**src/rtl/rmha_pkg.sv**
```systemverilog
// Shared types and constants for the register map hash allocator.
// Holds slot state codes, result status codes, port widths and the key hash.
// No dependencies.
package rmha_pkg;

   // result field widths, fixed by the interface
   localparam int PHYS_W   = 3;
   localparam int STATUS_W = 2;

   // slot state codes
   localparam logic [1:0] SLOT_EMPTY = 2'd0;
   localparam logic [1:0] SLOT_USED  = 2'd1;
   localparam logic [1:0] SLOT_TOMB  = 2'd2;

   // result status codes
   localparam logic [STATUS_W-1:0] RSP_OK      = 2'd0;
   localparam logic [STATUS_W-1:0] RSP_NO_FREE = 2'd1;
   localparam logic [STATUS_W-1:0] RSP_FULL    = 2'd2;

   // item modes
   localparam logic MODE_MAP     = 1'b0;
   localparam logic MODE_RELEASE = 1'b1;

   // 32-bit xorshift: << 13, >> 17, << 5
   function automatic logic [31:0] mix32(input logic [31:0] a);
      logic [31:0] b;
      logic [31:0] c;
      b = a ^ (a << 13);
      c = b ^ (b >> 17);
      return c ^ (c << 5);
   endfunction

endpackage

```
**src/rtl/rmha_front.sv**
```systemverilog
// Front end: accepts items, hashes the key to a home slot, queues them.
// Uses rmha_pkg (mix32). Feeds rmha_back through a two-entry queue.
module rmha_front
   import rmha_pkg::*;
#(
   parameter int KEY_BITS = 16,
   parameter int IDX_W    = 4
) (
   input  logic                clock,
   input  logic                reset,
   input  logic                push,
   output logic                full,
   input  logic                in_mode,
   input  logic [KEY_BITS-1:0] in_key,
   input  logic                pop,
   output logic                q_valid,
   output logic                q_mode,
   output logic [KEY_BITS-1:0] q_key,
   output logic [IDX_W-1:0]    q_idx
);

   localparam int DEPTH = 2;

   logic                mode_mem [DEPTH];
   logic [KEY_BITS-1:0] key_mem  [DEPTH];
   logic [IDX_W-1:0]    idx_mem  [DEPTH];

   logic       wr_ptr_ff, wr_ptr_in;
   logic       rd_ptr_ff, rd_ptr_in;
   logic [1:0] count_ff,  count_in;
   logic [31:0] hash;

   assign hash    = mix32(32'(in_key));
   assign full    = (count_ff == 2'(DEPTH));
   assign q_valid = (count_ff != 2'd0);
   assign q_mode  = mode_mem[rd_ptr_ff];
   assign q_key   = key_mem[rd_ptr_ff];
   assign q_idx   = idx_mem[rd_ptr_ff];

   always_comb begin
      wr_ptr_in = push ? ~wr_ptr_ff : wr_ptr_ff;
      rd_ptr_in = pop  ? ~rd_ptr_ff : rd_ptr_ff;
      count_in  = count_ff + 2'(push) - 2'(pop);
   end

   always_ff @(posedge clock) begin
      if (reset) begin
         wr_ptr_ff <= 1'b0;
         rd_ptr_ff <= 1'b0;
         count_ff  <= 2'd0;
      end else begin
         wr_ptr_ff <= wr_ptr_in;
         rd_ptr_ff <= rd_ptr_in;
         count_ff  <= count_in;
      end
   end

   always_ff @(posedge clock) begin
      if (push) begin
         mode_mem[wr_ptr_ff] <= in_mode;
         key_mem[wr_ptr_ff]  <= in_key;
         idx_mem[wr_ptr_ff]  <= hash[IDX_W-1:0];
      end
   end

endmodule

```
**src/rtl/rmha_back.sv**
```systemverilog
// Back end: linear probe of the slot table, register pool and result register.
// Uses rmha_pkg codes. Takes queued items from rmha_front.
module rmha_back
   import rmha_pkg::*;
#(
   parameter int TABLE_SLOTS = 16,
   parameter int POOL_REGS   = 7,
   parameter int KEY_BITS    = 16,
   parameter int IDX_W       = 4
) (
   input  logic                clock,
   input  logic                reset,
   input  logic                q_valid,
   input  logic                q_mode,
   input  logic [KEY_BITS-1:0] q_key,
   input  logic [IDX_W-1:0]    q_idx,
   output logic                pop,
   output logic                rsp_valid,
   output logic [PHYS_W-1:0]   rsp_phys_reg,
   output logic                rsp_found,
   output logic [STATUS_W-1:0] rsp_status
);

   localparam int REG_W = (POOL_REGS > 1) ? $clog2(POOL_REGS) : 1;

   localparam logic [1:0] S_IDLE  = 2'd0;
   localparam logic [1:0] S_PROBE = 2'd1;
   localparam logic [1:0] S_DONE  = 2'd2;

   // slot table: state in resettable flops, key and register in memories
   logic [1:0]          slot_state_ff [TABLE_SLOTS];
   logic [KEY_BITS-1:0] key_mem [TABLE_SLOTS];
   logic [REG_W-1:0]    reg_mem [TABLE_SLOTS];

   logic [1:0]          rd_st_ff;
   logic [KEY_BITS-1:0] rd_key_ff;
   logic [REG_W-1:0]    rd_reg_ff;
   logic [IDX_W-1:0]    rd_addr;

   logic [1:0]           state_ff,  state_in;
   logic                 mode_ff,   mode_in;
   logic [KEY_BITS-1:0]  key_ff,    key_in;
   logic [IDX_W-1:0]     cur_ff,    cur_in;
   logic [IDX_W-1:0]     cnt_ff,    cnt_in;
   logic [IDX_W-1:0]     tomb_ff,   tomb_in;
   logic                 tomb_v_ff, tomb_v_in;
   logic                 hit_ff,    hit_in;
   logic [IDX_W-1:0]     slot_ff,   slot_in;
   logic                 slot_ok_ff, slot_ok_in;
   logic [REG_W-1:0]     hreg_ff,   hreg_in;
   logic [POOL_REGS-1:0] pool_ff,   pool_in;

   logic                rsp_valid_ff,  rsp_valid_in;
   logic [PHYS_W-1:0]   rsp_phys_ff,   rsp_phys_in;
   logic                rsp_found_ff,  rsp_found_in;
   logic [STATUS_W-1:0] rsp_status_ff, rsp_status_in;

   // probe decode
   logic             is_used, is_tomb, is_empty, match, last;
   logic             tomb_v_new;
   logic [IDX_W-1:0] tomb_new;

   // write-back controls
   logic             free_ok;
   logic [REG_W-1:0] free_reg;
   logic             tab_we;
   logic             st_we;
   logic [1:0]       st_wdata;

   assign pop     = (state_ff == S_IDLE) && q_valid;
   assign rd_addr = (state_ff == S_IDLE) ? q_idx : IDX_W'(cur_ff + 1'b1);

   assign is_used    = (rd_st_ff == SLOT_USED);
   assign is_tomb    = (rd_st_ff == SLOT_TOMB);
   assign is_empty   = !is_used && !is_tomb;
   assign match      = is_used && (rd_key_ff == key_ff);
   assign last       = (cnt_ff == IDX_W'(TABLE_SLOTS - 1));
   assign tomb_v_new = tomb_v_ff | is_tomb;
   assign tomb_new   = tomb_v_ff ? tomb_ff : cur_ff;

   // lowest free pool register
   always_comb begin
      free_ok  = 1'b0;
      free_reg = '0;
      for (int r = POOL_REGS - 1; r >= 0; r--) begin
         if (!pool_ff[r]) begin
            free_ok  = 1'b1;
            free_reg = REG_W'(r);
         end
      end
   end

   always_comb begin
      state_in      = state_ff;
      mode_in       = mode_ff;
      key_in        = key_ff;
      cur_in        = cur_ff;
      cnt_in        = cnt_ff;
      tomb_in       = tomb_ff;
      tomb_v_in     = tomb_v_ff;
      hit_in        = hit_ff;
      slot_in       = slot_ff;
      slot_ok_in    = slot_ok_ff;
      hreg_in       = hreg_ff;
      pool_in       = pool_ff;
      rsp_valid_in  = 1'b0;
      rsp_phys_in   = '0;
      rsp_found_in  = 1'b0;
      rsp_status_in = RSP_OK;
      tab_we        = 1'b0;
      st_we         = 1'b0;
      st_wdata      = SLOT_EMPTY;

      unique case (state_ff)
         S_IDLE: begin
            if (q_valid) begin
               mode_in   = q_mode;
               key_in    = q_key;
               cur_in    = q_idx;
               cnt_in    = '0;
               tomb_v_in = 1'b0;
               state_in  = S_PROBE;
            end
         end
         S_PROBE: begin
            if (match) begin
               hit_in   = 1'b1;
               slot_in  = cur_ff;
               hreg_in  = rd_reg_ff;
               state_in = S_DONE;
            end else if (is_empty) begin
               hit_in     = 1'b0;
               slot_in    = tomb_new;
               slot_ok_in = 1'b1;
               state_in   = S_DONE;
            end else if (last) begin
               hit_in     = 1'b0;
               slot_in    = tomb_new;
               slot_ok_in = tomb_v_new;
               state_in   = S_DONE;
            end else begin
               cur_in    = IDX_W'(cur_ff + 1'b1);
               cnt_in    = IDX_W'(cnt_ff + 1'b1);
               tomb_in   = tomb_new;
               tomb_v_in = tomb_v_new;
            end
         end
         S_DONE: begin
            rsp_valid_in = 1'b1;
            state_in     = S_IDLE;
            if (mode_ff == MODE_MAP) begin
               if (hit_ff) begin
                  rsp_phys_in  = PHYS_W'(hreg_ff);
                  rsp_found_in = 1'b1;
               end else if (!free_ok) begin
                  rsp_status_in = RSP_NO_FREE;
               end else if (!slot_ok_ff) begin
                  rsp_status_in = RSP_FULL;
               end else begin
                  rsp_phys_in = PHYS_W'(free_reg);
                  tab_we      = 1'b1;
                  st_we       = 1'b1;
                  st_wdata    = SLOT_USED;
                  for (int r = 0; r < POOL_REGS; r++) begin
                     if (free_reg == REG_W'(r)) pool_in[r] = 1'b1;
                  end
               end
            end else if (hit_ff) begin
               rsp_phys_in  = PHYS_W'(hreg_ff);
               rsp_found_in = 1'b1;
               st_we        = 1'b1;
               st_wdata     = SLOT_TOMB;
               // registers beyond the pool match no bit and free nothing
               for (int r = 0; r < POOL_REGS; r++) begin
                  if (hreg_ff == REG_W'(r)) pool_in[r] = 1'b0;
               end
            end
         end
         default: begin
            state_in = S_IDLE;
         end
      endcase
   end

   // control state
   always_ff @(posedge clock) begin
      if (reset) begin
         state_ff     <= S_IDLE;
         pool_ff      <= '0;
         rsp_valid_ff <= 1'b0;
      end else begin
         state_ff     <= state_in;
         pool_ff      <= pool_in;
         rsp_valid_ff <= rsp_valid_in;
      end
   end

   // payload registers
   always_ff @(posedge clock) begin
      mode_ff       <= mode_in;
      key_ff        <= key_in;
      cur_ff        <= cur_in;
      cnt_ff        <= cnt_in;
      tomb_ff       <= tomb_in;
      tomb_v_ff     <= tomb_v_in;
      hit_ff        <= hit_in;
      slot_ff       <= slot_in;
      slot_ok_ff    <= slot_ok_in;
      hreg_ff       <= hreg_in;
      rsp_phys_ff   <= rsp_phys_in;
      rsp_found_ff  <= rsp_found_in;
      rsp_status_ff <= rsp_status_in;
   end

   // slot states: one resettable entry per slot
   always_ff @(posedge clock) begin
      if (reset) begin
         for (int i = 0; i < TABLE_SLOTS; i++) begin
            slot_state_ff[i] <= SLOT_EMPTY;
         end
      end else if (st_we) begin
         slot_state_ff[slot_ff] <= st_wdata;
      end
   end

   // slot key and register memories, registered read
   always_ff @(posedge clock) begin
      if (tab_we) begin
         key_mem[slot_ff] <= key_ff;
         reg_mem[slot_ff] <= free_reg;
      end
      rd_key_ff <= key_mem[rd_addr];
      rd_reg_ff <= reg_mem[rd_addr];
      rd_st_ff  <= slot_state_ff[rd_addr];
   end

   assign rsp_valid    = rsp_valid_ff;
   assign rsp_phys_reg = rsp_phys_ff;
   assign rsp_found    = rsp_found_ff;
   assign rsp_status   = rsp_status_ff;

endmodule

```
**src/rtl/register_map_hash_allocator_unit.sv**
```systemverilog
// Top level of the register map hash allocator.
// Depends on rmha_pkg, rmha_front and rmha_back.
//
// Usage:
//  - Request: drive req_mode / req_key and raise start. The item is taken at
//    a rising edge with start high and busy low. req_mode 0 looks up the key
//    and allocates a scratch register on a miss; req_mode 1 releases it.
//  - Response: rsp_valid pulses for one cycle with rsp_phys_reg, rsp_found
//    and rsp_status (ok / no free register / table full). The receiver must
//    take it in that cycle; there is no stall on the response side.
//  - Front: hashes the key (32-bit xorshift, masked to the slot count) and
//    holds up to two items in a queue; busy is high only when it is full.
//  - Back: probes one slot per cycle through the slot memories, stopping at
//    a key match, an empty slot or after TABLE_SLOTS slots, then writes back.
//  - Flow: an accepted item waits in the queue, is popped in S_IDLE, probes in
//    S_PROBE and has its response registered out of S_DONE.
//  - The single probe engine works on one item at a time; the queue takes new
//    items while it probes.
//  - Reset: synchronous; all slots empty, all pool registers free, queue
//    empty. Items may be sent in the cycle after reset drops.
module register_map_hash_allocator_unit
   import rmha_pkg::*;
#(
   parameter int TABLE_SLOTS = 16,
   parameter int POOL_REGS   = 7,
   parameter int KEY_BITS    = 16
) (
   input  logic                clock,
   input  logic                reset,
   input  logic                start,
   output logic                busy,
   input  logic                req_mode,
   input  logic [KEY_BITS-1:0] req_key,
   output logic                rsp_valid,
   output logic [PHYS_W-1:0]   rsp_phys_reg,
   output logic                rsp_found,
   output logic [STATUS_W-1:0] rsp_status
);

   localparam int IDX_W = $clog2(TABLE_SLOTS);

   logic                push;
   logic                q_full;
   logic                q_valid;
   logic                q_pop;
   logic                q_mode;
   logic [KEY_BITS-1:0] q_key;
   logic [IDX_W-1:0]    q_idx;

   // accept whenever the queue has room
   assign busy = q_full;
   assign push = start && !q_full;

   rmha_front #(
      .KEY_BITS (KEY_BITS),
      .IDX_W    (IDX_W)
   ) u_front (
      .clock   (clock),
      .reset   (reset),
      .push    (push),
      .full    (q_full),
      .in_mode (req_mode),
      .in_key  (req_key),
      .pop     (q_pop),
      .q_valid (q_valid),
      .q_mode  (q_mode),
      .q_key   (q_key),
      .q_idx   (q_idx)
   );

   rmha_back #(
      .TABLE_SLOTS (TABLE_SLOTS),
      .POOL_REGS   (POOL_REGS),
      .KEY_BITS    (KEY_BITS),
      .IDX_W       (IDX_W)
   ) u_back (
      .clock        (clock),
      .reset        (reset),
      .q_valid      (q_valid),
      .q_mode       (q_mode),
      .q_key        (q_key),
      .q_idx        (q_idx),
      .pop          (q_pop),
      .rsp_valid    (rsp_valid),
      .rsp_phys_reg (rsp_phys_reg),
      .rsp_found    (rsp_found),
      .rsp_status   (rsp_status)
   );

endmodule

```
**config.mk**
```make
export PLATFORM = sky130hd
export DESIGN_NAME = register_map_hash_allocator_unit
export DESIGN_NICKNAME = d
export VERILOG_FILES = /design/src/rtl/rmha_pkg.sv /design/src/rtl/rmha_front.sv /design/src/rtl/rmha_back.sv /design/src/rtl/register_map_hash_allocator_unit.sv
export SDC_FILE = /design/constraint.sdc
export NUM_CORES = 1
export LEC_CHECK = 0
export BUFFER_PORTS_ARGS = -buffer_cell sky130_fd_sc_hd__buf_2
export CORE_MARGIN = 8
export CORE_UTILIZATION = 35
export CTS_CLUSTER_DIAMETER = 200
export DETAILED_ROUTE_END_ITERATION = 12
export PLACE_DENSITY_LB_ADDON = 0.2
export SYNTH_ARGS = -nofsm -noshare
export SYNTH_HDL_FRONTEND = slang
export SYNTH_SLANG_ARGS = --single-unit
```
**constraint.sdc**
```tcl
create_clock -name clock -period 8.5 [get_ports clock]
set_clock_uncertainty 0.05 [all_clocks]
set_input_delay 0.85 -clock clock [delete_from_list [all_inputs] [get_ports clock]]
set_output_delay 0.85 -clock clock [all_outputs]
set_load 0.005 [all_outputs]
```
**Word-level counts from Yosys, hierarchy flattened**

Memories as Yosys holds them, arrays and structs flattened. A register that Yosys moved wholly into a read port is not among the register bits.
Index checks and enable logic that the tools add are counted.
Widths: inputs -> output; s select.

- $add $sub $neg: 4
- Reduce and logical (&&, ||, !) cells: 40
- Muxes and demuxes: 97
- Equal/unequal tests: 33
- Bitwise operators: 11

Operator list:

| operator | number |
|---|---|
| $mux 4 | 14 |
| $mux 1 | 51 |
| $reduce_and 7->1 | 7 |
| $mux 3 | 12 |
| $mux 7 | 5 |
| $reduce_bool 2->1 | 12 |
| $mux 2 | 11 |
| $ne 2x2->1 const B | 11 |
| $xor 16x21->21 | 1 |
| $eq 3x3->1 const B | 6 |
| $eq 16x16->1 | 1 |
| $pmux 4 s2 | 2 |
| $eq 3x2->1 const B | 4 |
| $add 4x1->4 const B | 2 |
| $reduce_and 2->1 | 4 |
| $not 1->1 | 7 |
| $eq 2x2->1 const B | 3 |
| $eq 3x1->1 const B | 2 |
| $logic_not 3->1 | 2 |
| $reduce_and 5->1 | 1 |
| $eq 2x1->1 const B | 2 |
| $eq 4x4->1 const B | 1 |
| $logic_and 1x1->1 | 4 |
| $ne 2x1->1 const B | 2 |
| 16 further kinds | 18 |

- Input bits: 20
- Word-level logic and storage cells: 215
- Register bits: 42
- Memories kept: 6
- RAM bits: 378

Memory list:

| memory | words | bits a word | read ports | clocked after Yosys merged registers in | write ports | line | text |
|---|---|---|---|---|---|---|---|
| u_back.key_mem | 16 | 16 | 1 | 1 | 1 | rmha_back.sv:32 | `logic [KEY_BITS-1:0] key_mem [TABLE_SLOTS];` |
| u_back.reg_mem | 16 | 3 | 1 | 1 | 1 | rmha_back.sv:33 | `logic [REG_W-1:0] reg_mem [TABLE_SLOTS];` |
| u_back.slot_state_ff | 16 | 2 | 1 | 1 | 16 | rmha_back.sv:31 | `logic [1:0] slot_state_ff [TABLE_SLOTS];` |
| u_front.key_mem | 2 | 16 | 1 | 1 | 1 | rmha_front.sv:25 | `logic [KEY_BITS-1:0] key_mem [DEPTH];` |
| u_front.idx_mem | 2 | 4 | 1 | 1 | 1 | rmha_front.sv:26 | `logic [IDX_W-1:0] idx_mem [DEPTH];` |
| u_front.mode_mem | 2 | 1 | 1 | 1 | 1 | rmha_front.sv:24 | `logic mode_mem [DEPTH];` |

**Logic depth before layout (Yosys ltp)**

- Word-level depth: 16
- Mapped depth: 10

**By module**

From an unflattened synthesis, not the netlist that was laid out.

- Cell total of the unflattened synthesis: 1110
- Area total of the unflattened synthesis: 18103.6 µm²

Modules (own cells, without submodules):

| module | area each (µm²) | times used | cells an instance |
|---|---|---|---|
| rmha_back | 16240.6 | 1 | 1019 |
| rmha_front | 1849.3 | 1 | 90 |
| register_map_hash_allocator_unit | 13.8 | 1 | 1 |

**Worst setup path after synthesis**

Ideal clock, no wire load.

- Kind: reg-to-reg
- Start point: register u_back.pool_ff[2]
- End point: memory u_back.key_mem[15][0] (enable)
- Slack: 5.778 ns
- Arrival time: 2.278 ns
- Period minus slack after synthesis: 2.722 ns
- Library setup time: 0.395 ns
- Buffers on the path: 2
- Cell stages (with the launch flop): 7
- Required time: 8.055 ns
- Cells stage by stage: dfxtp_1 nand4_2 o21ai_1 or4_1 clkbuf_1 clkbuf_1 nor2_1

- Word-level cells in the longest chain between the ends: 9

Ends and longest elaborated chain:

| item | line | text |
|---|---|---|
| from (decl) | rmha_back.sv:51 | `logic [POOL_REGS-1:0] pool_ff, pool_in;` |
| from (signal assigned) | rmha_back.sv:193 | `pool_ff <= pool_in;` |
| $mux 1 (3 in a row) | rmha_back.sv:86 | `if (!pool_ff[r]) begin` |
| $mux 1 | rmha_back.sv:155 | `end else if (!free_ok) begin` |
| $mux 1 | rmha_back.sv:152 | `if (hit_ff) begin` |
| $mux 1 | rmha_back.sv:151 | `if (mode_ff == MODE_MAP) begin` |
| $mux 1 | rmha_back.sv:114 | `unique case (state_ff)` |
| $mux 1 | rmha_back.sv:228 | `if (tab_we) begin` |
| $mux 1 (not written as such) | rmha_back.sv:229 | `key_mem[slot_ff] <= key_ff;` |
| to (decl) | rmha_back.sv:32 |  |

No other way between the ends.

**Worst setup path after layout**

- Start point: register u_back.state_ff[1]
- End point: register u_back.rd_key_ff[8] (read register of u_back.key_mem)

- Word-level cells in the longest chain between the ends: 2

Ends and longest elaborated chain:

| item | line | text |
|---|---|---|
| from (decl) | rmha_back.sv:40 | `logic [1:0] state_ff, state_in;` |
| from (signal assigned) | rmha_back.sv:192 | `state_ff <= state_in;` |
| $logic_not 2->1 | rmha_back.sv:71 | `assign rd_addr = (state_ff == S_IDLE) ? q_idx : IDX_W'(cur_ff + 1'b1);` |
| $mux 4 | rmha_back.sv:71 |  |
| to (decl) | rmha_back.sv:36 | `logic [KEY_BITS-1:0] rd_key_ff;` |

No other way between the ends.
A chain may end at the register's enable or synchronous reset.

==> impl_results.md <==
* Ports at 28
* WP data required at 8.90 ns
* CTS tree: done
* Final hold vios at 0
* Mapped Nets at 1304
* Total grt overflow at 0
* H-tree depth at 2
* Commonest cells after routing, fill and taps aside: edfxtp_1 (417), nand2_1 (215), a21oi_1 (114), nor2_1 (60), clkbuf_16 (47)
* Die width at 244.5 um
* Seq cells post-synth at 459
* Synthesized cell area at 0.01827 mm2
* Non-filler cells, final at 2015
* Post-synth EDFFs at 417
* First-pass GRT wire length at 64580 um
* Synthesis Warnings at 0
* Clock Tree Root: clkbuf_16
* Chip height at 244.5 um
* Via count at 10570
* Post-DP HPWL at 22950 um
* Length of the first detailed-routing pass in iterations at 5
* Distinct cells, synth at 59
* Crit path DAT at 4.07 ns
* Reg clk slew, reported paths at 0.06 ns
* Register area share after synthesis at 73.15%
* WS Path Type: reg -> reg
* Tightest Pin Transition at 1.340 ns
* Post-cts gate resize count at 0
* Pwr/cell area at 361.1 mW/mm2
* Status: finished, final reports clean
* Max reg flops at 256
* Type of element launching the critical path: flip-flop
* Cts hold-fix bufs at 0
* Deepest clock path buffer count at 3
* Largest net degree at the start of global routing at 91
* Buffers added on ports at 27
* CTS Buf Count at 47
* Cells after Synth at 1276
* MaxCap Viol Count at 0
* Top flop regs: u_back.key_mem: 256 flops, u_back.reg_mem: 48 flops
* CP Max Fanout at 88
* Leakage at 6.862 nW
* Final Setup Violations at 0
* Fmax at 272.8 MHz
* Die area at 0.05976 mm2
* Unrepaired setup endpoints after global routing: false
* FFs w/ async S/R, synth at 0%
* Vias in the first global route at 10410
* Nets at 1326
* Mean Syn Cell Area at 14.32 um2
* Rows at 83
* Vias per Instance at 5.247
* Initial Util at 35.47%
* Initial antenna violation count at 1
* CP endpoint kind: flip-flop
* Layout area overhead at 12.67%
* WL per Instance at 21.46 um
* Min Hold Slack at 0.3716 ns
* Final Critical Period at 3.666 ns
* Antenna Nets Post-Route at 0
* Final Wtd Congestion at 0.7737
* Hold Crit Class: reg -> reg
* Sink Count at 459
* Drt initial violations at 834
* Final Cycle Share at 43.13%
* Rel. slew slack at 10.45%
* Largest reg by FF count: u_back.key_mem
* Placed Instances at 1929
* Most common cell after layout, fill and taps aside: edfxtp_1
* Skew-Pair Late Insertion Delay at 0.57 ns
* Setup TNS at 0 ns
* Core Util, Final at 39.96%
* GRT Total Usage at 14.18%
* Routed WL at 43230 um
* Core area at 0.05151 mm2
* Worst vdd ir at 0.2680 mV
* Main synth FF type: edfxtp_1
* Post-CTS Setup Bufs at 0
* Max-slew violation count at 0
* Share of layout cells above drive strength 1 at 13.94%
* DRC at 0
[kinds of logic (layout without fill, tap and decap cells)]
kind of cell    after synthesis  after routing  share of synthesized area (%)
other cells                   0              1                              0
mux                          72             72                          4.301
fa+ha+maj                     8              8                         0.5479
buf+inv                      94            152                          2.719
compound gates              250            250                          9.534
xor+xnor                     29             29                          1.390
flops                       459            459                          73.15
simple gates                364            364                          8.362
[area by class of cell]
| cell class | instances | area [um2] |
|---|---|---|
| inverter | 12 | 45.04 |
| multi-input combinational | 723 | 4513 |
| timing repair buffer | 55 | 345.3 |
| clock inverter | 24 | 215.2 |
| clock buffer | 61 | 1249 |
| sequential | 459 | 13360 |
| tap | 680 | 850.8 |
| fill | 4857 | 30930 |
| antenna | 1 | 2.502 |
[metal layers]
layer | vias to the layer above | global-route usage (%) | share of wire, %
li1 | 4877 | - | -
met1 | 5338 | 18.15 | 42
met2 | 296 | 24.56 | 50
met3 | 61 | 2.071 | 5.6
met4 | 0 | 4.539 | 2.3
met5 | - | 0 | 0
[path summary, 6_finish.rpt]
check / from / to / slack (ns) / depth (start not counted)
worst max-delay path: u_back.state_ff[1] / u_back.rd_key_ff[8] / 4.83 / 7
worst min-delay path: u_back.rd_reg_ff[1] / u_back.hreg_ff[1] / 0.37 / 0
worst max register to register: u_back.state_ff[1] / u_back.rd_key_ff[8] / 4.83 / 7
worst min register to register: u_back.rd_reg_ff[1] / u_back.hreg_ff[1] / 0.37 / 0
[stage by stage]
step	cell area [um2]	power, W	setup WS [ns]
3_5_place_dp	19120	0.005527	4.790
2_1_floorplan	18270	0.004870	5.778
6_report	20580	0.007434	4.834
4_1_cts	20580	0.007532	4.809
3_3_place_gp	19120	0.005498	4.876
5_1_grt	20580	0.007866	4.510
[worst max-delay path, stage by stage (launching register included)]
cell      delay [ns]
dfxtp_1         0.42
or2_1           0.37
o21a_4          0.91
buf_4           1.00
mux2i_1         0.28
a221oi_1        0.11
a21oi_1         0.20
nand3_1         0.09
[power by group]
part / switching [W] / internal [W]
logic: 0.00151 / 0.000802
registers: 0.000279 / 0.00286
clock network: 0.000833 / 0.00115
[synth_stat cells (19+ instances only)]
cell type	instances	area [um2]
mux2_2	22	247.7
a221o_1	23	230.2
a221oi_1	19	166.4
mux2i_1	44	440.4
clkbuf_1	26	97.59
nor2_1	77	289.0
nand2_1	215	807.0
edfxtp_1	417	12520
dfxtp_1	42	840.8
nand3_1	32	160.2
buf_2	33	165.2
a21oi_1	114	570.6
a32oi_1	43	376.6
(Power assumes the default switching activity.)
